### src/sv/dntp_pkg.sv
// Shared types and constants for the decimal number text parser.
// Holds channel payload structs, the character class code and queue sizing.
// No dependencies.
`default_nettype none

package dntp_pkg;

  localparam int MAX_DIGITS = 18;
  localparam int DIGITS_W   = 5;
  localparam int CNT_W      = 14;
  localparam logic [CNT_W-1:0] CNT_MAX = 14'd16383;
  localparam int SIG_W      = 60;
  localparam int SCALE_W    = 16;

  localparam int FIFO_DEPTH = 4;
  localparam int FIFO_PTR_W = $clog2(FIFO_DEPTH);
  localparam int FIFO_CNT_W = $clog2(FIFO_DEPTH + 1);

  localparam logic [7:0] CH_ZERO  = 8'h30;
  localparam logic [7:0] CH_NINE  = 8'h39;
  localparam logic [7:0] CH_LOW_E = 8'h65;
  localparam logic [7:0] CH_UP_E  = 8'h45;
  localparam logic [7:0] CH_MINUS = 8'h2d;
  localparam logic [7:0] CH_PLUS  = 8'h2b;
  localparam logic [7:0] CH_POINT = 8'h2e;
  localparam logic [7:0] CH_SPACE = 8'h20;
  localparam logic [7:0] CH_TAB   = 8'h09;
  localparam logic [7:0] CH_CR    = 8'h0d;

  typedef enum logic [2:0] {
    CLS_DIGIT,
    CLS_SPACE,
    CLS_MINUS,
    CLS_PLUS,
    CLS_POINT,
    CLS_EXP,
    CLS_OTHER
  } char_cls_t;

  typedef struct packed {
    logic [7:0] char_code;
    logic       end_of_string;
  } in_item_t;

  typedef struct packed {
    logic                      is_negative;
    logic [SIG_W-1:0]          significand;
    logic signed [SCALE_W-1:0] decimal_scale;
    logic                      range_clamped;
  } out_item_t;

  // classified character as it travels through the queue
  typedef struct packed {
    char_cls_t  cls;
    logic [3:0] digit;
    logic       last;
  } tok_t;

  typedef struct packed {
    logic                  empty;
    logic                  full;
    logic [FIFO_CNT_W-1:0] count;
  } fifo_status_t;

endpackage

`default_nettype wire

### src/sv/decimal_number_text_parser_unit.sv
// Top level of the decimal number text parser: classifier, token queue, parser.
// Depends on dntp_pkg, dntp_front, dntp_fifo and dntp_back.
//
//   port group   direction  payload      handshake
//   in_*         input      in_item_t    in_valid / in_stall
//   out_*        output     out_item_t   out_valid / out_stall
//
// One character per cycle while in_stall is low; the parser retires one queued token a cycle unless stalled.
// With the queue empty, the end-marked character is first written into the queue; popping it then registers out_valid.
// Synchronous active-low reset empties the queue and returns the parser to whitespace.
// While out_stall holds a result, characters without the end mark keep draining;
// an end-marked character waits in the 4-entry queue, and in_stall rises once it is full.
`default_nettype none

module decimal_number_text_parser_unit
  import dntp_pkg::*;
(
  input  logic      clk,
  input  logic      rst_n,
  input  logic      in_valid,
  output logic      in_stall,
  input  in_item_t  in_data,
  output logic      out_valid,
  input  logic      out_stall,
  output out_item_t out_data
);

  tok_t         front_tok;
  tok_t         head_tok;
  fifo_status_t fifo_st;
  logic         push;
  logic         pop;

  assign in_stall = fifo_st.full;
  assign push     = in_valid && !fifo_st.full;

  dntp_front u_front (
    .in_data (in_data),
    .tok     (front_tok)
  );

  dntp_fifo u_fifo (
    .clk      (clk),
    .rst_n    (rst_n),
    .push     (push),
    .push_tok (front_tok),
    .pop      (pop),
    .head_tok (head_tok),
    .status   (fifo_st)
  );

  dntp_back u_back (
    .clk       (clk),
    .rst_n     (rst_n),
    .tok_avail (!fifo_st.empty),
    .tok       (head_tok),
    .pop       (pop),
    .out_valid (out_valid),
    .out_data  (out_data),
    .out_stall (out_stall)
  );

  a_fifo_bound : assert property (@(posedge clk) disable iff (!rst_n)
    fifo_st.count <= FIFO_CNT_W'(FIFO_DEPTH))
    else $error("token queue count beyond depth");

  a_fifo_flags : assert property (@(posedge clk) disable iff (!rst_n)
    !(fifo_st.full && fifo_st.empty))
    else $error("token queue both full and empty");

  a_sig_range : assert property (@(posedge clk) disable iff (!rst_n)
    out_valid |-> (out_data.significand < 60'd1000000000000000000))
    else $error("significand holds more than the kept digit count");

endmodule

`default_nettype wire

### src/sv/dntp_front.sv
// Front end: classifies each incoming character into a token.
// Depends on dntp_pkg.
`default_nettype none

module dntp_front
  import dntp_pkg::*;
(
  input  in_item_t in_data,
  output tok_t     tok
);

  logic [7:0] c;

  assign c = in_data.char_code;

  always_comb begin
    tok.last  = in_data.end_of_string;
    tok.digit = 4'd0;
    if (c inside {[CH_ZERO:CH_NINE]}) begin
      tok.cls   = CLS_DIGIT;
      tok.digit = c[3:0];
    end else if (c inside {CH_SPACE, [CH_TAB:CH_CR]}) begin
      tok.cls = CLS_SPACE;
    end else if (c == CH_MINUS) begin
      tok.cls = CLS_MINUS;
    end else if (c == CH_PLUS) begin
      tok.cls = CLS_PLUS;
    end else if (c == CH_POINT) begin
      tok.cls = CLS_POINT;
    end else if (c inside {CH_LOW_E, CH_UP_E}) begin
      tok.cls = CLS_EXP;
    end else begin
      tok.cls = CLS_OTHER;
    end
  end

endmodule

`default_nettype wire

### src/sv/dntp_fifo.sv
// Short token queue between the classifier and the parser.
// Depends on dntp_pkg.
`default_nettype none

module dntp_fifo
  import dntp_pkg::*;
(
  input  logic         clk,
  input  logic         rst_n,
  input  logic         push,
  input  tok_t         push_tok,
  input  logic         pop,
  output tok_t         head_tok,
  output fifo_status_t status
);

  tok_t                  mem [FIFO_DEPTH];
  logic [FIFO_PTR_W-1:0] wr_ptr_r, wr_ptr_nxt;
  logic [FIFO_PTR_W-1:0] rd_ptr_r, rd_ptr_nxt;
  logic [FIFO_CNT_W-1:0] count_r, count_nxt;

  always_comb begin
    wr_ptr_nxt = push ? wr_ptr_r + 1'b1 : wr_ptr_r;
    rd_ptr_nxt = pop  ? rd_ptr_r + 1'b1 : rd_ptr_r;
    count_nxt  = count_r;
    if (push && !pop) begin
      count_nxt = count_r + 1'b1;
    end else if (pop && !push) begin
      count_nxt = count_r - 1'b1;
    end
  end

  always_ff @(posedge clk) begin
    if (!rst_n) begin
      wr_ptr_r <= '0;
      rd_ptr_r <= '0;
      count_r  <= '0;
    end else begin
      wr_ptr_r <= wr_ptr_nxt;
      rd_ptr_r <= rd_ptr_nxt;
      count_r  <= count_nxt;
    end
  end

  always_ff @(posedge clk) begin
    if (push) begin
      mem[wr_ptr_r] <= push_tok;
    end
  end

  assign head_tok     = mem[rd_ptr_r];
  assign status.count = count_r;
  assign status.empty = (count_r == '0);
  assign status.full  = (count_r == FIFO_CNT_W'(FIFO_DEPTH));

endmodule

`default_nettype wire

### src/sv/dntp_back.sv
// Back end: parse state machine, digit accumulator, scale build and result register.
// Depends on dntp_pkg.
`default_nettype none

module dntp_back
  import dntp_pkg::*;
(
  input  logic      clk,
  input  logic      rst_n,
  input  logic      tok_avail,
  input  tok_t      tok,
  output logic      pop,
  output logic      out_valid,
  output out_item_t out_data,
  input  logic      out_stall
);

  typedef enum logic [2:0] {
    PH_SPACE,
    PH_INT,
    PH_FRAC,
    PH_EXPSIGN,
    PH_EXPDIG,
    PH_STOP
  } phase_t;

  phase_t              phase_r, phase_nxt;
  logic                minus_r, minus_nxt;
  logic [SIG_W-1:0]    acc_r, acc_nxt;
  logic [DIGITS_W-1:0] kept_r, kept_nxt;
  logic [CNT_W-1:0]    ovf_r, ovf_nxt;
  logic [DIGITS_W-1:0] frac_r, frac_nxt;
  logic                exp_neg_r, exp_neg_nxt;
  logic [CNT_W-1:0]    exp_r, exp_nxt;
  logic                clamp_r, clamp_nxt;
  logic                out_valid_r, out_valid_nxt;
  out_item_t           out_data_r, out_data_nxt;

  logic [SIG_W-1:0]    acc_step;
  logic [CNT_W+3:0]    exp_step;
  logic                room;
  logic                emit;
  logic signed [SCALE_W:0] exp_s;
  logic signed [SCALE_W:0] scale;

  // one decimal step: x*10 + d as two shifts and adds
  assign acc_step = {acc_r[SIG_W-4:0], 3'b000} + {acc_r[SIG_W-2:0], 1'b0}
                    + SIG_W'(tok.digit);
  assign exp_step = {1'b0, exp_r, 3'b000} + {3'b000, exp_r, 1'b0}
                    + (CNT_W+4)'(tok.digit);
  assign room     = (kept_r < DIGITS_W'(MAX_DIGITS));

  // a terminating token waits while an unread result is stalled
  assign pop  = tok_avail && (!tok.last || !out_valid_r || !out_stall);
  assign emit = pop && tok.last;

  always_comb begin
    phase_nxt   = phase_r;
    minus_nxt   = minus_r;
    acc_nxt     = acc_r;
    kept_nxt    = kept_r;
    ovf_nxt     = ovf_r;
    frac_nxt    = frac_r;
    exp_neg_nxt = exp_neg_r;
    exp_nxt     = exp_r;
    clamp_nxt   = clamp_r;

    if (pop) begin
      case (phase_r)
        PH_SPACE, PH_INT: begin
          case (tok.cls)
            CLS_DIGIT: begin
              phase_nxt = PH_INT;
              if (room) begin
                acc_nxt = acc_step;
                if (acc_step != '0) begin
                  kept_nxt = kept_r + 1'b1;
                end
              end else if (ovf_r < CNT_MAX) begin
                ovf_nxt = ovf_r + 1'b1;
              end else begin
                clamp_nxt = 1'b1;
              end
            end
            CLS_SPACE: begin
              if (phase_r != PH_SPACE) begin
                phase_nxt = PH_STOP;
              end
            end
            CLS_MINUS: begin
              if (phase_r == PH_SPACE) begin
                minus_nxt = 1'b1;
                phase_nxt = PH_INT;
              end else begin
                phase_nxt = PH_STOP;
              end
            end
            CLS_PLUS: phase_nxt = (phase_r == PH_SPACE) ? PH_INT : PH_STOP;
            CLS_POINT: phase_nxt = PH_FRAC;
            CLS_EXP: phase_nxt = PH_EXPSIGN;
            default: phase_nxt = PH_STOP;
          endcase
        end
        PH_FRAC: begin
          case (tok.cls)
            CLS_DIGIT: begin
              if (room) begin
                acc_nxt  = acc_step;
                kept_nxt = kept_r + 1'b1;
                frac_nxt = frac_r + 1'b1;
              end
            end
            CLS_EXP: phase_nxt = PH_EXPSIGN;
            default: phase_nxt = PH_STOP;
          endcase
        end
        PH_EXPSIGN, PH_EXPDIG: begin
          if (tok.cls == CLS_DIGIT) begin
            phase_nxt = PH_EXPDIG;
            if (exp_step > (CNT_W+4)'(CNT_MAX)) begin
              exp_nxt   = CNT_MAX;
              clamp_nxt = 1'b1;
            end else begin
              exp_nxt = exp_step[CNT_W-1:0];
            end
          end else if (phase_r == PH_EXPSIGN && tok.cls == CLS_MINUS) begin
            exp_neg_nxt = 1'b1;
            phase_nxt   = PH_EXPDIG;
          end else if (phase_r == PH_EXPSIGN && tok.cls == CLS_PLUS) begin
            phase_nxt = PH_EXPDIG;
          end else begin
            phase_nxt = PH_STOP;
          end
        end
        default: phase_nxt = PH_STOP;
      endcase
    end
  end

  // scale = +/-exponent + overflow digits - fraction digits, saturated to 16 bits
  always_comb begin
    exp_s = $signed({3'b000, exp_nxt});
    if (exp_neg_nxt) begin
      exp_s = -exp_s;
    end
    scale = exp_s + $signed({3'b000, ovf_nxt})
                  - $signed({{(SCALE_W+1-DIGITS_W){1'b0}}, frac_nxt});

    out_data_nxt.is_negative   = minus_nxt;
    out_data_nxt.significand   = acc_nxt;
    out_data_nxt.range_clamped = clamp_nxt;
    out_data_nxt.decimal_scale = scale[SCALE_W-1:0];
    if (scale > 17'sd32767) begin
      out_data_nxt.decimal_scale = 16'sh7fff;
      out_data_nxt.range_clamped = 1'b1;
    end else if (scale < -17'sd32768) begin
      out_data_nxt.decimal_scale = 16'sh8000;
      out_data_nxt.range_clamped = 1'b1;
    end

    out_valid_nxt = out_valid_r && out_stall;
    if (emit) begin
      out_valid_nxt = 1'b1;
    end
  end

  always_ff @(posedge clk) begin
    if (!rst_n || emit) begin
      phase_r   <= PH_SPACE;
      minus_r   <= 1'b0;
      acc_r     <= '0;
      kept_r    <= '0;
      ovf_r     <= '0;
      frac_r    <= '0;
      exp_neg_r <= 1'b0;
      exp_r     <= '0;
      clamp_r   <= 1'b0;
    end else begin
      phase_r   <= phase_nxt;
      minus_r   <= minus_nxt;
      acc_r     <= acc_nxt;
      kept_r    <= kept_nxt;
      ovf_r     <= ovf_nxt;
      frac_r    <= frac_nxt;
      exp_neg_r <= exp_neg_nxt;
      exp_r     <= exp_nxt;
      clamp_r   <= clamp_nxt;
    end
    if (!rst_n) begin
      out_valid_r <= 1'b0;
    end else begin
      out_valid_r <= out_valid_nxt;
    end
    if (emit) begin
      out_data_r <= out_data_nxt;
    end
  end

  assign out_valid = out_valid_r;
  assign out_data  = out_data_r;

endmodule

`default_nettype wire
### config.mk
export PLATFORM = sky130hd
export DESIGN_NAME = decimal_number_text_parser_unit
export DESIGN_NICKNAME = d
export VERILOG_FILES = /design/src/sv/dntp_pkg.sv /design/src/sv/decimal_number_text_parser_unit.sv /design/src/sv/dntp_front.sv /design/src/sv/dntp_fifo.sv /design/src/sv/dntp_back.sv
export SDC_FILE = /design/constraint.sdc
export NUM_CORES = 1
export LEC_CHECK = 0
export ABC_AREA = 1
export BUFFER_PORTS_ARGS = -buffer_cell sky130_fd_sc_hd__buf_2
export CAP_MARGIN = 20
export CORE_AREA = 2 2 181 183
export CTS_CLUSTER_DIAMETER = 30
export DETAILED_ROUTE_END_ITERATION = 8
export DIE_AREA = 0 0 183 185
export GPL_TIMING_DRIVEN = 1
export PLACE_DENSITY = 0.75
export RECOVER_POWER = 25
export SETUP_SLACK_MARGIN = 0.3
export SYNTH_ARGS = -nofsm -noshare
export SYNTH_HDL_FRONTEND = slang
export SYNTH_HIERARCHICAL = 1
export SYNTH_SLANG_ARGS = --single-unit
export TNS_END_PERCENT = 1
### constraint.sdc
create_clock -name clk -period 5.6 [get_ports clk]
set_clock_uncertainty 0.1 [all_clocks]
set_input_delay 0.28 -clock clk [delete_from_list [all_inputs] [get_ports clk]]
set_output_delay 0.28 -clock clk [all_outputs]
set_load 0.02 [all_outputs]
==> metrics.yaml <==
die:
  io_pins: 93
  die-area_sq_mm: 0.0339
  core-area_sq_mm: 0.0320
  num_rows: 66
  initial_core_util_pct: 54.0
  die-height_microns: 185
  die_x_microns: 183
power:
  peakVddDrop_v: 0.000411
  power.density_mw_per_mm2: 453
  fin_total_pwr_w: 0.00942
  leakage_power_total_nw: 10.6
placement:
  place.detailed.hpwl_microns: 39600
  gp_congestion: 1.02
  buffer_ports.inserted: 92
yosys:
  async_flop_share_pct: 0
  synth_edf_count: 110
  seq_area_frac_synth_pct: 32.3
  synthDominantCellAreaShare_pct: 19.1
  postSynthNetCount: 2612
  synth_cells: 2413
  most_frequent_cell_after_synthesis: "sky130_fd_sc_hd__nand2_1"
  yosys_top_cell_by_area: "sky130_fd_sc_hd__edfxtp_1"
  synthesis_warning_total: 6
  yosysUniqueCellTypes: 54
  synthesis.area_sq_mm: 0.0173
  ys_seq_elements: 224
  per_instance_average_area_after_synthesis_sq_um: 7.17
  synth_top_cells_by_count: "506 x sky130_fd_sc_hd__nand2_1, 392 x sky130_fd_sc_hd__inv_1, 310 x sky130_fd_sc_hd__nor2_1"
  synth_area_leaders: "sky130_fd_sc_hd__edfxtp_1 19%, sky130_fd_sc_hd__dfxtp_1 13%, sky130_fd_sc_hd__ha_1 13%"
  postSynth.topFlopCell: "sky130_fd_sc_hd__dfxtp_1"
worst_setup_path:
  critical_path.endpoint_type: "flop"
  arrival_ns: 5.87
  timing.critical_path.required_ns: 5.82
  critical_path_class: "flop to flop"
  timing.critical_path.fanout_max: 6
  timing.critical_path.slowest_cell_delay_ns: 0.50
  critPathLaunchType: "flop"
  crit_slowest_cell: "sky130_fd_sc_hd__fa_1"
timing:
  min_period_over_period_pct: 101
  max_slew.worst_pin.slew_ns: 0.988
  rsz0062_at_grt: "yes"
  whs_ns: 0.0635
  maxClockFrequency_mhz: 177
  finalHoldViolations: 0
  max_slew_margin_pct: 34.2
  final_period_minus_worst_setup_slack_ns: 5.66
  setup_viol: 3
  fin_ws_ns: -0.0569
  final_max_slew_viol_count: 0
grt:
  grt_usage_pct: 30.3
  grt_start_max_net_pins: 95
  initial_antenna_violation_count: 0
  globalRoute.totalOverflow: 0
  grt_first_pass_wirelength_microns: 81100
  first_global_vias: 16700
run:
  timing.max_cap.violations: 0
route:
  via_per_inst: 5.37
  routed_wire_length_per_instance_microns: 16.5
  route.vias.total: 16500
  detail_route.first_pass.iterations: 6
  drt_iter0_markers: 1083
  wire_length_after_detailed_routing_microns: 50600
  ant_nets: 0
  drc: 0
clock_network:
  tritoncts: "done"
  htree_num_levels: 2
  ctsRootBufferMaster: "sky130_fd_sc_hd__clkbuf_16"
  clk_pin_slew_worst_paths_ns: 0.05
  clk-insertion-delay-late_ns: 0.60
  clock-sinks: 224
  clock_tree.buffer_depth: 3
  clock_buffers_created_by_tritoncts: 50
finish:
  fillerInstances: 2831
  drive_above_1_share_pct: 14.6
  area_of_the_multi_input_gates_sq_mm: 0.0104
  syn_to_final_growth_pct: 20.3
  area.sequential_sq_mm: 0.00559
  final_net_count: 2818
  antennaDiodeCount: 0
outcome:
  status: "complete, but fails checks"
  violations_in_the_final_reports: "setup timing"
hold_path:
  path_type_of_the_worst_min_delay_path: "primary input to flop"
-- worst max-delay path: cells and delay by family (launching register included) --
kind                       cells  cell delay (ns)
adders and majority gates      6             1.73
and+or+nand+nor               16             1.25
AOI/OAI and AO/OA              9             1.12
buffers and inverters          7             0.48
DFF                            1             0.38
xor gates and xnor gates       2             0.33
-- layout by cell type, fill, tap and decap left out, types with 8 or more instances in the layout --
| master | Yosys | final |
|---|---|---|
| sky130_fd_sc_hd__buf_4 | 1 | 90 |
| sky130_fd_sc_hd__o21bai_1 | 9 | 9 |
| sky130_fd_sc_hd__nand2_4 | 6 | 10 |
| sky130_fd_sc_hd__nand4_1 | 33 | 33 |
| sky130_fd_sc_hd__o21ai_1 | 4 | 13 |
| sky130_fd_sc_hd__a31oi_1 | 9 | 8 |
| sky130_fd_sc_hd__nand3_2 | 8 | 16 |
| sky130_fd_sc_hd__xor2_1 | 38 | 38 |
| sky130_fd_sc_hd__clkbuf_16 | 0 | 51 |
| sky130_fd_sc_hd__nand2_1 | 506 | 496 |
| sky130_fd_sc_hd__edfxtp_1 | 110 | 110 |
| sky130_fd_sc_hd__inv_1 | 392 | 381 |
| sky130_fd_sc_hd__nor3_1 | 26 | 22 |
| sky130_fd_sc_hd__or2_2 | 52 | 52 |
| sky130_fd_sc_hd__a21oi_1 | 153 | 148 |
| sky130_fd_sc_hd__clkinv_2 | 0 | 10 |
| sky130_fd_sc_hd__ha_4 | 0 | 9 |
| sky130_fd_sc_hd__nor2_1 | 310 | 310 |
| sky130_fd_sc_hd__buf_2 | 2 | 25 |
| sky130_fd_sc_hd__inv_2 | 10 | 18 |
| sky130_fd_sc_hd__o21ai_2 | 5 | 8 |
| sky130_fd_sc_hd__and2_1 | 14 | 14 |
| sky130_fd_sc_hd__nand3b_1 | 9 | 9 |
| sky130_fd_sc_hd__o21ai_0 | 151 | 140 |
| sky130_fd_sc_hd__xnor2_1 | 32 | 31 |
| sky130_fd_sc_hd__dfxtp_1 | 114 | 112 |
| sky130_fd_sc_hd__nand2_2 | 35 | 41 |
| sky130_fd_sc_hd__a211oi_1 | 12 | 12 |
| sky130_fd_sc_hd__nand3_1 | 104 | 96 |
| sky130_fd_sc_hd__ha_1 | 176 | 166 |
| sky130_fd_sc_hd__fa_1 | 10 | 8 |
| sky130_fd_sc_hd__clkbuf_1 | 26 | 80 |
-- state kept, by name, summed over array words and instances, names as in the netlist, named ones only --
signal / cells
u_fifo/wr_ptr_r: 2
u_fifo/mem: 32
u_back/out_data: 78
u_back/phase_r: 3
u_back/exp_neg_r: 1
u_back/acc_r: 60
u_back/frac_r: 5
u_back/kept_r: 5
u_back/minus_r: 1
u_back/exp_r: 14
u_back/clamp_r: 1
u_fifo/count_r: 3
u_fifo/rd_ptr_r: 2
u_back/ovf_r: 14
u_back/out_valid: 1
-- stage by stage --
step	setup TNS (ns)	instance area, sq um	util [%]	cells	setup WS [ns]
global route	-5.07	20800	65.0	3068	-0.383
finish	-0.104	20800	65.0	3068	-0.0569
detailed placement	-3.99	18800	58.8	2964	-0.286
global placement	-1.92	18800	58.8	2964	-0.137
CTS	-0.0575	20900	65.1	3068	-0.0366
floorplan	-0.0888	17400	-	2413	-0.0466
-- layout make-up --
type	instances	share of cell area, %
clock inverters	24	1.53
well taps	408	2.45
multi-input cells	1753	49.8
clock buffers	69	6.70
repair buffers	188	5.37
flip-flops and latches	224	26.9
inverters	402	7.29
-- power by group --
| group | switching (W) | leakage [nW] | total (W) | internal (W) |
|---|---|---|---|---|
| clock network | 0.000946 | 0.831 | 0.00292 | 0.00197 |
| logic | 0.00263 | 7.79 | 0.00396 | 0.00133 |
| registers | 0.000174 | 1.96 | 0.00255 | 0.00237 |
| total | 0.00375 | 10.6 | 0.00942 | 0.00567 |
-- cell families (layout without fill, tap and decap cells) --
family / after synthesis / count (layout) / share of synthesized area (%)
mux: 1 / 1 / 0.0578
xor+xnor: 70 / 70 / 3.54
buf+inv: 438 / 683 / 9.88
fa+ha+maj: 186 / 186 / 13.9
simple gates: 1125 / 1127 / 28.8
compound gates: 369 / 369 / 11.6
flops: 224 / 224 / 32.3
-- routing by layer --
| layer | GRT usage (%) | routed length, microns |
|---|---|---|
| met1 | 35.2 | 20700 |
| met2 | 55.6 | 25300 |
| met3 | 3.74 | 2480 |
| met5 | 0 | 0 |
| met4 | 14.0 | 2100 |
-- what timing repair did --
action,CTS,global route
pin swaps,36,6
setup buffers,4,0
setup endpoints to repair,17,19
endpoints found under the hold margin,18,0
gates cloned,2,0
hold buffers,5,0
resized for setup,51,13
-- worst paths after layout --
check                     startpoint             endpoint  slack [ns]  depth (start not counted)
hold reg to reg   u_fifo/rd_ptr_r[1]                 flop        0.34                          1
setup reg to reg                flop  u_back/out_data[14]       -0.06                         40
hold / removal            in_data[4]     u_fifo/mem[3][4]        0.06                          3
setup / recovery                flop  u_back/out_data[14]       -0.06                         40
(Power assumes the default switching activity.)
